==> config.mk <==
export PLATFORM = sky130hd
export DESIGN_NAME = split_read_breakpoint_pair_core
export DESIGN_NICKNAME = d
export VERILOG_FILES = /design/src/sv/sbp_pkg.sv /design/src/sv/sbp_front.sv /design/src/sv/sbp_fifo.sv /design/src/sv/sbp_accum.sv /design/src/sv/sbp_emit.sv /design/src/sv/split_read_breakpoint_pair_core.sv
export SDC_FILE = /design/constraint.sdc
export NUM_CORES = 2
export LEC_CHECK = 0
export BUFFER_PORTS_ARGS = -buffer_cell sky130_fd_sc_hd__buf_2
export CAP_MARGIN = 0
export CORE_MARGIN = 2
export CORE_UTILIZATION = 46
export CTS_BUF_LIST = sky130_fd_sc_hd__clkbuf_16
export DETAILED_ROUTE_END_ITERATION = 8
export GPL_TIMING_DRIVEN = 1
export PLACE_DENSITY_LB_ADDON = 0.1
export SYNTH_ARGS = -nofsm -noshare
export SYNTH_HDL_FRONTEND = slang
export SYNTH_HIERARCHICAL = 1
export SYNTH_SLANG_ARGS = --single-unit
==> constraint.sdc <==
create_clock -name clk -period 105.1 [get_ports clk]
set_clock_uncertainty 0.05 [all_clocks]
set_input_delay 21.02 -clock clk [delete_from_list [all_inputs] [get_ports clk]]
set_output_delay 21.02 -clock clk [all_outputs]
set_load 0.02 [all_outputs]
==> src/sv/sbp_pkg.sv <==
// shared types, codes and helpers for the split-read breakpoint pair block
package sbp_pkg;

  localparam int IN_TDATA_W = 120;
  localparam int IN_TUSER_W = 2;
  localparam int OUT_TDATA_W = 280;
  localparam int QUEUE_DEPTH_DEF = 4;
  localparam logic [7:0] QUAL_FLOOR_DEF = 8'd20;

  localparam logic CMD_HDR = 1'b0;
  localparam logic CMD_OP = 1'b1;

  localparam logic [3:0] OP_M = 4'd0;
  localparam logic [3:0] OP_I = 4'd1;
  localparam logic [3:0] OP_D = 4'd2;
  localparam logic [3:0] OP_N = 4'd3;
  localparam logic [3:0] OP_S = 4'd4;
  localparam logic [3:0] OP_H = 4'd5;

  // input tdata layout, lowest field last
  typedef struct packed {
    logic [27:0]        op_length;
    logic [3:0]         op_code;
    logic signed [16:0] edit_distance;
    logic [7:0]         mapping_quality;
    logic               reverse;
    logic [30:0]        ref_start;
    logic [30:0]        contig_id;
  } in_data_t;

  // classified item passed from front to back
  typedef struct packed {
    logic               is_hdr;
    logic               side;
    logic [30:0]        contig;
    logic [30:0]        ref_start;
    logic               reverse;
    logic [7:0]         quality;
    logic signed [16:0] edits;
    logic               is_clip;
    logic               add_q;
    logic               add_r;
    logic [27:0]        len;
    logic               last;
  } item_t;

  // final sums of a side at its last op
  typedef struct packed {
    logic        side;
    logic [27:0] lclip;
    logic [27:0] rclip;
    logic [31:0] qsum;
    logic [31:0] rsum;
  } close_t;

  typedef struct packed {
    logic [30:0]        contig;
    logic [31:0]        ref_lo;
    logic [31:0]        ref_hi;
    logic               reverse;
    logic [7:0]         quality;
    logic [31:0]        qlen;
    logic signed [16:0] edits;
    logic [27:0]        qstart;
  } side_rec_t;

  typedef struct packed {
    side_rec_t s1;
    side_rec_t s0;
  } pair_t;

  // output tdata layout, lowest field last
  typedef struct packed {
    logic [5:0]         pad;
    logic signed [31:0] query_gap;
    logic signed [16:0] second_edits;
    logic [31:0]        second_query_len;
    logic [7:0]         second_quality;
    logic [31:0]        second_ref_start;
    logic [30:0]        second_contig;
    logic signed [16:0] first_edits;
    logic [31:0]        first_query_len;
    logic [7:0]         first_quality;
    logic [1:0]         strand_pair;
    logic [31:0]        first_ref_end;
    logic [30:0]        first_contig;
  } out_rec_t;

  function automatic logic [31:0] sat_add32(input logic [31:0] a, input logic [31:0] b);
    logic [32:0] s;
    s = {1'b0, a} + {1'b0, b};
    return s[32] ? 32'hFFFF_FFFF : s[31:0];
  endfunction

endpackage

==> src/sv/sbp_front.sv <==
// front end: accepts input transfers and classifies cigar ops
module sbp_front
  import sbp_pkg::*;
(
  input  logic                  in_tvalid,
  output logic                  in_tready,
  input  logic [IN_TDATA_W-1:0] in_tdata,
  input  logic [IN_TUSER_W-1:0] in_tuser,
  input  logic                  in_tlast,
  input  logic                  q_full,
  output logic                  q_push,
  output item_t                 q_item
);

  in_data_t d;

  assign d = in_tdata;
  assign in_tready = ~q_full;
  assign q_push = in_tvalid & ~q_full;

  always_comb begin
    q_item = '0;
    q_item.is_hdr = (in_tuser[0] == CMD_HDR);
    q_item.side = in_tuser[1];
    q_item.contig = d.contig_id;
    q_item.ref_start = d.ref_start;
    q_item.reverse = d.reverse;
    q_item.quality = d.mapping_quality;
    q_item.edits = d.edit_distance;
    q_item.len = d.op_length;
    q_item.last = in_tlast;
    unique case (d.op_code) inside
      OP_S, OP_H: q_item.is_clip = 1'b1;
      OP_M: begin
        q_item.add_q = 1'b1;
        q_item.add_r = 1'b1;
      end
      OP_I: q_item.add_q = 1'b1;
      OP_D, OP_N: q_item.add_r = 1'b1;
      default: ;
    endcase
  end

endmodule

==> src/sv/sbp_fifo.sv <==
// small register queue between front and back
module sbp_fifo
  import sbp_pkg::*;
#(
  parameter int W = $bits(item_t),
  parameter int DEPTH = QUEUE_DEPTH_DEF
) (
  input  logic         clk,
  input  logic         rst_n,
  input  logic         push,
  input  logic [W-1:0] wdata,
  input  logic         pop,
  output logic [W-1:0] rdata,
  output logic         not_empty,
  output logic         full
);

  localparam int AW = (DEPTH > 1) ? $clog2(DEPTH) : 1;
  localparam int CW = $clog2(DEPTH + 1);

  logic [W-1:0]  mem_r [DEPTH];
  logic [AW-1:0] wr_ptr_r, wr_ptr_nxt;
  logic [AW-1:0] rd_ptr_r, rd_ptr_nxt;
  logic [CW-1:0] count_r, count_nxt;

  assign rdata = mem_r[rd_ptr_r];
  assign not_empty = (count_r != '0);
  assign full = (count_r == CW'(DEPTH));

  always_comb begin
    wr_ptr_nxt = wr_ptr_r;
    rd_ptr_nxt = rd_ptr_r;
    count_nxt = count_r;
    if (push) begin
      wr_ptr_nxt = (wr_ptr_r == AW'(DEPTH - 1)) ? '0 : wr_ptr_r + 1'b1;
    end
    if (pop) begin
      rd_ptr_nxt = (rd_ptr_r == AW'(DEPTH - 1)) ? '0 : rd_ptr_r + 1'b1;
    end
    if (push && !pop) begin
      count_nxt = count_r + 1'b1;
    end else if (pop && !push) begin
      count_nxt = count_r - 1'b1;
    end
  end

  always_ff @(posedge clk) begin
    if (!rst_n) begin
      wr_ptr_r <= '0;
      rd_ptr_r <= '0;
      count_r <= '0;
    end else begin
      wr_ptr_r <= wr_ptr_nxt;
      rd_ptr_r <= rd_ptr_nxt;
      count_r <= count_nxt;
    end
    if (push) begin
      mem_r[wr_ptr_r] <= wdata;
    end
  end

endmodule

==> src/sv/sbp_accum.sv <==
// back end: per-side sums, side close and pair drop tracking
module sbp_accum
  import sbp_pkg::*;
(
  input  logic       clk,
  input  logic       rst_n,
  input  logic       cfg_valid,
  input  logic [7:0] cfg_data,
  input  logic       en,
  input  logic       q_valid,
  input  item_t      q_item,
  output logic       q_pop,
  output logic       emit_valid,
  output pair_t      emit_pair
);

  logic [7:0]         qual_floor_r;
  logic [30:0]        hdr_contig_r [2];
  logic [30:0]        hdr_start_r [2];
  logic [1:0]         hdr_rev_r;
  logic [7:0]         hdr_qual_r [2];
  logic signed [16:0] hdr_edits_r [2];
  logic [27:0]        qstart_r [2];
  logic [31:0]        ref_lo_r [2];
  logic [31:0]        ref_hi_r [2];
  logic [31:0]        qlen_r [2];
  logic [27:0]        lclip_r, rclip_r;
  logic [31:0]        qsum_r, rsum_r;
  logic               first_r;
  logic               dropped_r;
  logic               cls_valid_r;
  close_t             cls_r;

  logic        take;
  logic [27:0] lclip_nxt, rclip_nxt;
  logic [31:0] qsum_nxt, rsum_nxt;
  logic        cs;
  logic        close_go;
  logic        fail;
  logic [31:0] ref_end;
  logic [27:0] new_qstart;
  logic [31:0] new_lo, new_hi;

  assign take = en & q_valid;
  assign q_pop = take;

  // stage a: running sums
  always_comb begin
    lclip_nxt = (q_item.is_clip && first_r) ? q_item.len : lclip_r;
    rclip_nxt = (q_item.is_clip && !first_r) ? q_item.len : rclip_r;
    qsum_nxt = q_item.add_q ? sat_add32(qsum_r, {4'b0, q_item.len}) : qsum_r;
    rsum_nxt = q_item.add_r ? sat_add32(rsum_r, {4'b0, q_item.len}) : rsum_r;
  end

  // stage b: close a side
  always_comb begin
    cs = cls_r.side;
    close_go = en & cls_valid_r;
    fail = (hdr_qual_r[cs] < qual_floor_r) || (cls_r.lclip == '0 && cls_r.rclip == '0);
    ref_end = sat_add32({1'b0, hdr_start_r[cs]}, cls_r.rsum);
    if (hdr_rev_r[cs]) begin
      new_qstart = cls_r.rclip;
      new_lo = ref_end;
      new_hi = {1'b0, hdr_start_r[cs]};
    end else begin
      new_qstart = cls_r.lclip;
      new_lo = {1'b0, hdr_start_r[cs]};
      new_hi = ref_end;
    end
    emit_valid = close_go & cs & ~fail & ~dropped_r;
    emit_pair.s0.contig = hdr_contig_r[0];
    emit_pair.s0.ref_lo = ref_lo_r[0];
    emit_pair.s0.ref_hi = ref_hi_r[0];
    emit_pair.s0.reverse = hdr_rev_r[0];
    emit_pair.s0.quality = hdr_qual_r[0];
    emit_pair.s0.qlen = qlen_r[0];
    emit_pair.s0.edits = hdr_edits_r[0];
    emit_pair.s0.qstart = qstart_r[0];
    emit_pair.s1.contig = hdr_contig_r[1];
    emit_pair.s1.ref_lo = new_lo;
    emit_pair.s1.ref_hi = new_hi;
    emit_pair.s1.reverse = hdr_rev_r[1];
    emit_pair.s1.quality = hdr_qual_r[1];
    emit_pair.s1.qlen = cls_r.qsum;
    emit_pair.s1.edits = hdr_edits_r[1];
    emit_pair.s1.qstart = new_qstart;
  end

  always_ff @(posedge clk) begin
    if (!rst_n) begin
      qual_floor_r <= QUAL_FLOOR_DEF;
      for (int i = 0; i < 2; i++) begin
        hdr_contig_r[i] <= '0;
        hdr_start_r[i] <= '0;
        hdr_qual_r[i] <= '0;
        hdr_edits_r[i] <= '0;
        qstart_r[i] <= '0;
        ref_lo_r[i] <= '0;
        ref_hi_r[i] <= '0;
        qlen_r[i] <= '0;
      end
      hdr_rev_r <= '0;
      lclip_r <= '0;
      rclip_r <= '0;
      qsum_r <= '0;
      rsum_r <= '0;
      first_r <= 1'b1;
      dropped_r <= 1'b0;
      cls_valid_r <= 1'b0;
      cls_r <= '0;
    end else begin
      if (cfg_valid) begin
        qual_floor_r <= cfg_data;
      end
      if (close_go && !fail) begin
        qstart_r[cs] <= new_qstart;
        ref_lo_r[cs] <= new_lo;
        ref_hi_r[cs] <= new_hi;
        qlen_r[cs] <= cls_r.qsum;
      end
      // a new primary header starts a fresh pair
      if (take && q_item.is_hdr && !q_item.side) begin
        dropped_r <= 1'b0;
      end else if (close_go && fail) begin
        dropped_r <= 1'b1;
      end
      if (take) begin
        if (q_item.is_hdr) begin
          hdr_contig_r[q_item.side] <= q_item.contig;
          hdr_start_r[q_item.side] <= q_item.ref_start;
          hdr_rev_r[q_item.side] <= q_item.reverse;
          hdr_qual_r[q_item.side] <= q_item.quality;
          hdr_edits_r[q_item.side] <= q_item.edits;
        end
        if (q_item.is_hdr || q_item.last) begin
          lclip_r <= '0;
          rclip_r <= '0;
          qsum_r <= '0;
          rsum_r <= '0;
          first_r <= 1'b1;
        end else begin
          lclip_r <= lclip_nxt;
          rclip_r <= rclip_nxt;
          qsum_r <= qsum_nxt;
          rsum_r <= rsum_nxt;
          first_r <= 1'b0;
        end
        cls_r <= '{side: q_item.side, lclip: lclip_nxt, rclip: rclip_nxt,
                   qsum: qsum_nxt, rsum: rsum_nxt};
      end
      if (en) begin
        cls_valid_r <= take & ~q_item.is_hdr & q_item.last;
      end
    end
  end

endmodule

==> src/sv/sbp_emit.sv <==
// back end: orders the two sides, computes the gap and holds the record
module sbp_emit
  import sbp_pkg::*;
(
  input  logic                   clk,
  input  logic                   rst_n,
  input  logic                   emit_valid,
  input  pair_t                  emit_pair,
  output logic                   en,
  output logic                   out_tvalid,
  input  logic                   out_tready,
  output logic [OUT_TDATA_W-1:0] out_tdata
);

  logic        c_valid_r;
  pair_t       c_pair_r;
  logic        c_swap_r;
  logic [32:0] c_end0_r, c_end1_r;
  logic        out_tvalid_r;
  out_rec_t    out_rec_r;

  side_rec_t   a, b;
  logic [32:0] end_a;
  logic [33:0] diff;
  out_rec_t    rec_nxt;

  assign en = ~out_tvalid_r | out_tready;
  assign out_tvalid = out_tvalid_r;
  assign out_tdata = out_rec_r;

  always_comb begin
    a = c_swap_r ? c_pair_r.s1 : c_pair_r.s0;
    b = c_swap_r ? c_pair_r.s0 : c_pair_r.s1;
    end_a = c_swap_r ? c_end1_r : c_end0_r;
    diff = {6'b0, b.qstart} - {1'b0, end_a};
    rec_nxt = '0;
    rec_nxt.first_contig = a.contig;
    rec_nxt.first_ref_end = a.ref_hi;
    rec_nxt.strand_pair = {b.reverse, a.reverse};
    rec_nxt.first_quality = a.quality;
    rec_nxt.first_query_len = a.qlen;
    rec_nxt.first_edits = a.edits;
    rec_nxt.second_contig = b.contig;
    rec_nxt.second_ref_start = b.ref_lo;
    rec_nxt.second_quality = b.quality;
    rec_nxt.second_query_len = b.qlen;
    rec_nxt.second_edits = b.edits;
    // only the low end can overflow
    if (diff[33] && diff[33:31] != 3'b111) begin
      rec_nxt.query_gap = 32'sh8000_0000;
    end else begin
      rec_nxt.query_gap = diff[31:0];
    end
  end

  always_ff @(posedge clk) begin
    if (!rst_n) begin
      c_valid_r <= 1'b0;
      out_tvalid_r <= 1'b0;
    end else if (en) begin
      c_valid_r <= emit_valid;
      out_tvalid_r <= c_valid_r;
    end
    if (en) begin
      c_pair_r <= emit_pair;
      c_swap_r <= emit_pair.s0.qstart > emit_pair.s1.qstart;
      c_end0_r <= {5'b0, emit_pair.s0.qstart} + {1'b0, emit_pair.s0.qlen};
      c_end1_r <= {5'b0, emit_pair.s1.qstart} + {1'b0, emit_pair.s1.qlen};
      out_rec_r <= rec_nxt;
    end
  end

endmodule

==> src/sv/split_read_breakpoint_pair_core.sv <==
// top level of the split-read breakpoint pair block
//
// channel  dir  handshake            payload
// in_      in   in_tvalid/in_tready  tdata 120b, tuser {side, cmd}, tlast last op
// out_     out  out_tvalid/tready    tdata 280b breakpoint record
// cfg_     in   cfg_valid/cfg_ready  cfg_data min mapping quality
//
// one input transfer per cycle while the back end advances
// a record shows on out_tvalid after the closing op transfer passes the queue,
// cls_valid_r, then c_valid_r and out_tvalid_r; items waiting in the queue delay it
// further; a stalled output holds the back end, the queue then takes up to its depth
// synchronous active-low reset; no clearing pass, ready the cycle after reset
module split_read_breakpoint_pair_core
  import sbp_pkg::*;
#(
  parameter int QUEUE_DEPTH = QUEUE_DEPTH_DEF
) (
  input  logic                   clk,
  input  logic                   rst_n,
  input  logic                   in_tvalid,
  output logic                   in_tready,
  // contig_id, ref_start, reverse, mapping_quality, edit_distance, op_code, op_length
  input  logic [IN_TDATA_W-1:0]  in_tdata,
  // cmd, side
  input  logic [IN_TUSER_W-1:0]  in_tuser,
  input  logic                   in_tlast,
  output logic                   out_tvalid,
  input  logic                   out_tready,
  // first_contig, first_ref_end, strand_pair, first_quality, first_query_len,
  // first_edits, second_contig, second_ref_start, second_quality,
  // second_query_len, second_edits, query_gap, zero pad
  output logic [OUT_TDATA_W-1:0] out_tdata,
  input  logic                   cfg_valid,
  output logic                   cfg_ready,
  input  logic [7:0]             cfg_data
);

  item_t push_item;
  item_t pop_item;
  logic  q_push;
  logic  q_pop;
  logic  q_full;
  logic  q_valid;
  logic  en;
  logic  emit_valid;
  pair_t emit_pair;

  assign cfg_ready = 1'b1;

  sbp_front u_front (
    .in_tvalid (in_tvalid),
    .in_tready (in_tready),
    .in_tdata  (in_tdata),
    .in_tuser  (in_tuser),
    .in_tlast  (in_tlast),
    .q_full    (q_full),
    .q_push    (q_push),
    .q_item    (push_item)
  );

  sbp_fifo #(
    .W     ($bits(item_t)),
    .DEPTH (QUEUE_DEPTH)
  ) u_fifo (
    .clk       (clk),
    .rst_n     (rst_n),
    .push      (q_push),
    .wdata     (push_item),
    .pop       (q_pop),
    .rdata     (pop_item),
    .not_empty (q_valid),
    .full      (q_full)
  );

  sbp_accum u_accum (
    .clk        (clk),
    .rst_n      (rst_n),
    .cfg_valid  (cfg_valid),
    .cfg_data   (cfg_data),
    .en         (en),
    .q_valid    (q_valid),
    .q_item     (pop_item),
    .q_pop      (q_pop),
    .emit_valid (emit_valid),
    .emit_pair  (emit_pair)
  );

  sbp_emit u_emit (
    .clk        (clk),
    .rst_n      (rst_n),
    .emit_valid (emit_valid),
    .emit_pair  (emit_pair),
    .en         (en),
    .out_tvalid (out_tvalid),
    .out_tready (out_tready),
    .out_tdata  (out_tdata)
  );

endmodule

==> results.cfg <==
[floorplanning]
die_area_sq_mm = 0.169
core-area_sq_mm = 0.165
initial_core_util = 0.463
fp.dieW_microns = 411
ioPinCount = 419
row_count = 149
die_h_microns = 411

[finish]
multi_input_area_sq_mm = 0.0238
layout-drive-gt1-share = 0.206
finish.net_count = 6012
regArea_sq_mm = 0.0500
stdcell_count = 8009
finish.instance_area_sq_mm = 0.0854
area.growth.synth_to_final_pct = 12.0
filler_cell_count = 14000

[pwr]
power_mw = 2.63
p_leak_nw = 33.0
vdd_drop_max_uv = 20.2
power_density_mw_per_mm2 = 30.8

[grt]
grt_overflow_total = 0
grt_max_degree = 144
grt_pass1_wl_microns = 272000
grt_usage = 0.214
grt_pass1_vias = 43100
antenna_found_initial = 48

[worst_setup_path]
cp_cell_sequence = buf_2 > nand2b_4 > buf_4 > buf_4 > buf_4 > buf_4 > buf_4
rrSetupSlack_ps = 98680
cp_common_cell = buf_4
worstPathRequired_ps = 105490
crit_type = in -> reg
cpPeakStageDelay_ps = 790
path_max_fanout = 68
r2r_cells = 14
slowest_stage = buf_4
cp-start-kind = input pin
crit_path_end_kind = flip-flop
crit_arrival_ps = 25050

[run]
drv_cap = 0

[clock_tree]
clock_latency_ps = 840
htreeDepth = 4
clockBufferDepth = 3
hold_buffers = 0
cts_resized = 0
clkSlewWorstSetupHoldPaths_ps = 60
cts_buffers = 188
cts_tree = built
clkSinkCount = 1755
cts_setup_buffers = 0
cts_root_buffer = clkbuf_16

[synthesis]
synth_largest_area_cell = edfxtp_1
mappedNetlistArea_sq_mm = 0.0763
synth_area_per_cell_sq_um = 14.1
yosysSeqAreaShare = 0.656
post-synth-top-count-cell = edfxtp_1
synth_area_leaders = edfxtp_1, dfxtp_1, mux2_2, mux4_2, ha_1
synthArstFlopShare = 0
synthCells = 5392
ys.flop_type = edfxtp_1
ys.warnings.count = 6
synth_edf_count = 1489
ys_ff_latch = 1755
synthDistinctLibCells = 88
yosys.area.top_type_share = 0.586
ys_top_cells_by_count = edfxtp_1, nor2_1, nand2_1

[placed_design]
gp_congestion = 0.883
port_buffers = 411
post-dp-hpwl_microns = 121000
placed_cell_area_sq_mm = 0.0794
placedCellCount = 7656

[timing]
max_slew.worst_pin.slew_ps = 1160
drv_slew = 0
setup_tns_ps = 0
timing.hold.ws_ps = 354
rsz0062_at_grt = no
hold_violations = 0
setup_viol = 0
finalCritPeriodShare = 0.235
layout_min_cycle_time_ps = 24650
slew_headroom = 0.226
max_clock_freq_mhz = 40.6

[detailed_routing]
wl_per_cell_microns = 22.9
ant_nets = 0
num_vias = 44200
firstDrtPassIters = 5
first_iter_violations = 3556
routed_wl_microns = 183000
vias_per_cell = 5.52
drc_errors = 0

[status]
status = completed

[min_path]
hold_depth = 0
hold_class = reg -> reg
## report_power, final
part           switching (mW)  leakage, nW  internal (mW)
Sequential             0.0898         17.7          0.966
Clock                   0.276         3.09          0.357
Combinational           0.595         12.1          0.345
## state kept, by name, indices dropped and copies added, names as in the netlist, 16 cells and up, named ones only
signal and flops:
u_accum/rclip_r 28, u_accum/hdr_start_r 62, u_accum/qstart_r 28, u_emit/c_end0_r 33
u_accum/rsum_r 32, u_emit/c_pair_r 362, u_accum/ref_lo_r 32, u_accum/hdr_edits_r 34
u_emit/out_tdata 274, u_accum/emit_pair 32, u_accum/ref_hi_r 32, u_accum/hdr_qual_r 16
u_accum/lclip_r 28, u_accum/cls_r 88, u_fifo/mem_r 488, u_accum/qsum_r 32
u_accum/hdr_contig_r 62, u_accum/qlen_r 32, u_emit/c_end1_r 33
## path summary, 6_finish.rpt
check,end,start
max,u_emit/c_pair_r[187],out_tready
min,u_emit/c_pair_r[159],u_accum/hdr_contig_r[0][9]
max reg2reg,u_emit/out_tdata[262],u_emit/c_swap_r
min reg2reg,u_emit/c_pair_r[159],u_accum/hdr_contig_r[0][9]
## layout make-up
cell class,instances,area share
sequential,1755,0.586
clock buffer,188,0.0551
timing repair buffer,468,0.0293
tap,2189,0.0321
multi-input combinational,3142,0.278
antenna,2,0.0000586
inverter,102,0.00454
clock inverter,163,0.0146
## layout by cell type (no fill, tap or decap), types with 30 or more instances in the layout
master and count:
clkbuf_16 188, a31oi_1 30, xor2_1 68, mux2i_1 91, inv_1 148, ha_1 212
nand3_1 97, a22oi_1 59, mux4_2 122, mux2_2 291, edfxtp_1 1489, buf_2 410
nor2b_1 37, clkinv_2 33, clkinv_1 41, dfxtp_1 263, a21o_1 88, a311oi_1 32
o21ai_0 183, nand2_1 298, nor3_1 68, buf_4 57, nor2_1 345, xnor2_1 94
a21oi_1 292, a211oi_1 62, and2_1 262
## worst max-delay path, delay by kind of cell
family	cells	cell delay [ps]
buffers and inverters	6	3570
AND/OR/NAND/NOR	1	220
## cell families (layout without fill, tap and decap cells)
logic type / count (synthesis) / in the layout / share of synthesized area
xor+xnor: 162 / 162 / 0.0186
flops: 1755 / 1755 / 0.656
compound gates: 981 / 981 / 0.0824
other cells: 2 / 9 / 0.0000985
buf+inv: 500 / 921 / 0.0341
mux: 504 / 504 / 0.0909
fa+ha+maj: 219 / 219 / 0.0366
simple gates: 1269 / 1269 / 0.0810
## layer usage
metal | global-route usage | part of all wire
met5 | 0 | 0.0018
met2 | 0.344 | 0.47
met3 | 0.0428 | 0.054
met1 | 0.293 | 0.45
met4 | 0.0660 | 0.028
## through the flow
step / utilization / worst slack, ps
after floorplan: - / 56630
after global placement: 0.482 / 79640
after detailed placement: 0.482 / 79580
after CTS: 0.518 / 80450
after global routing: 0.518 / 80150
final: 0.518 / 80450
Power figures use the tool's default switching activity.
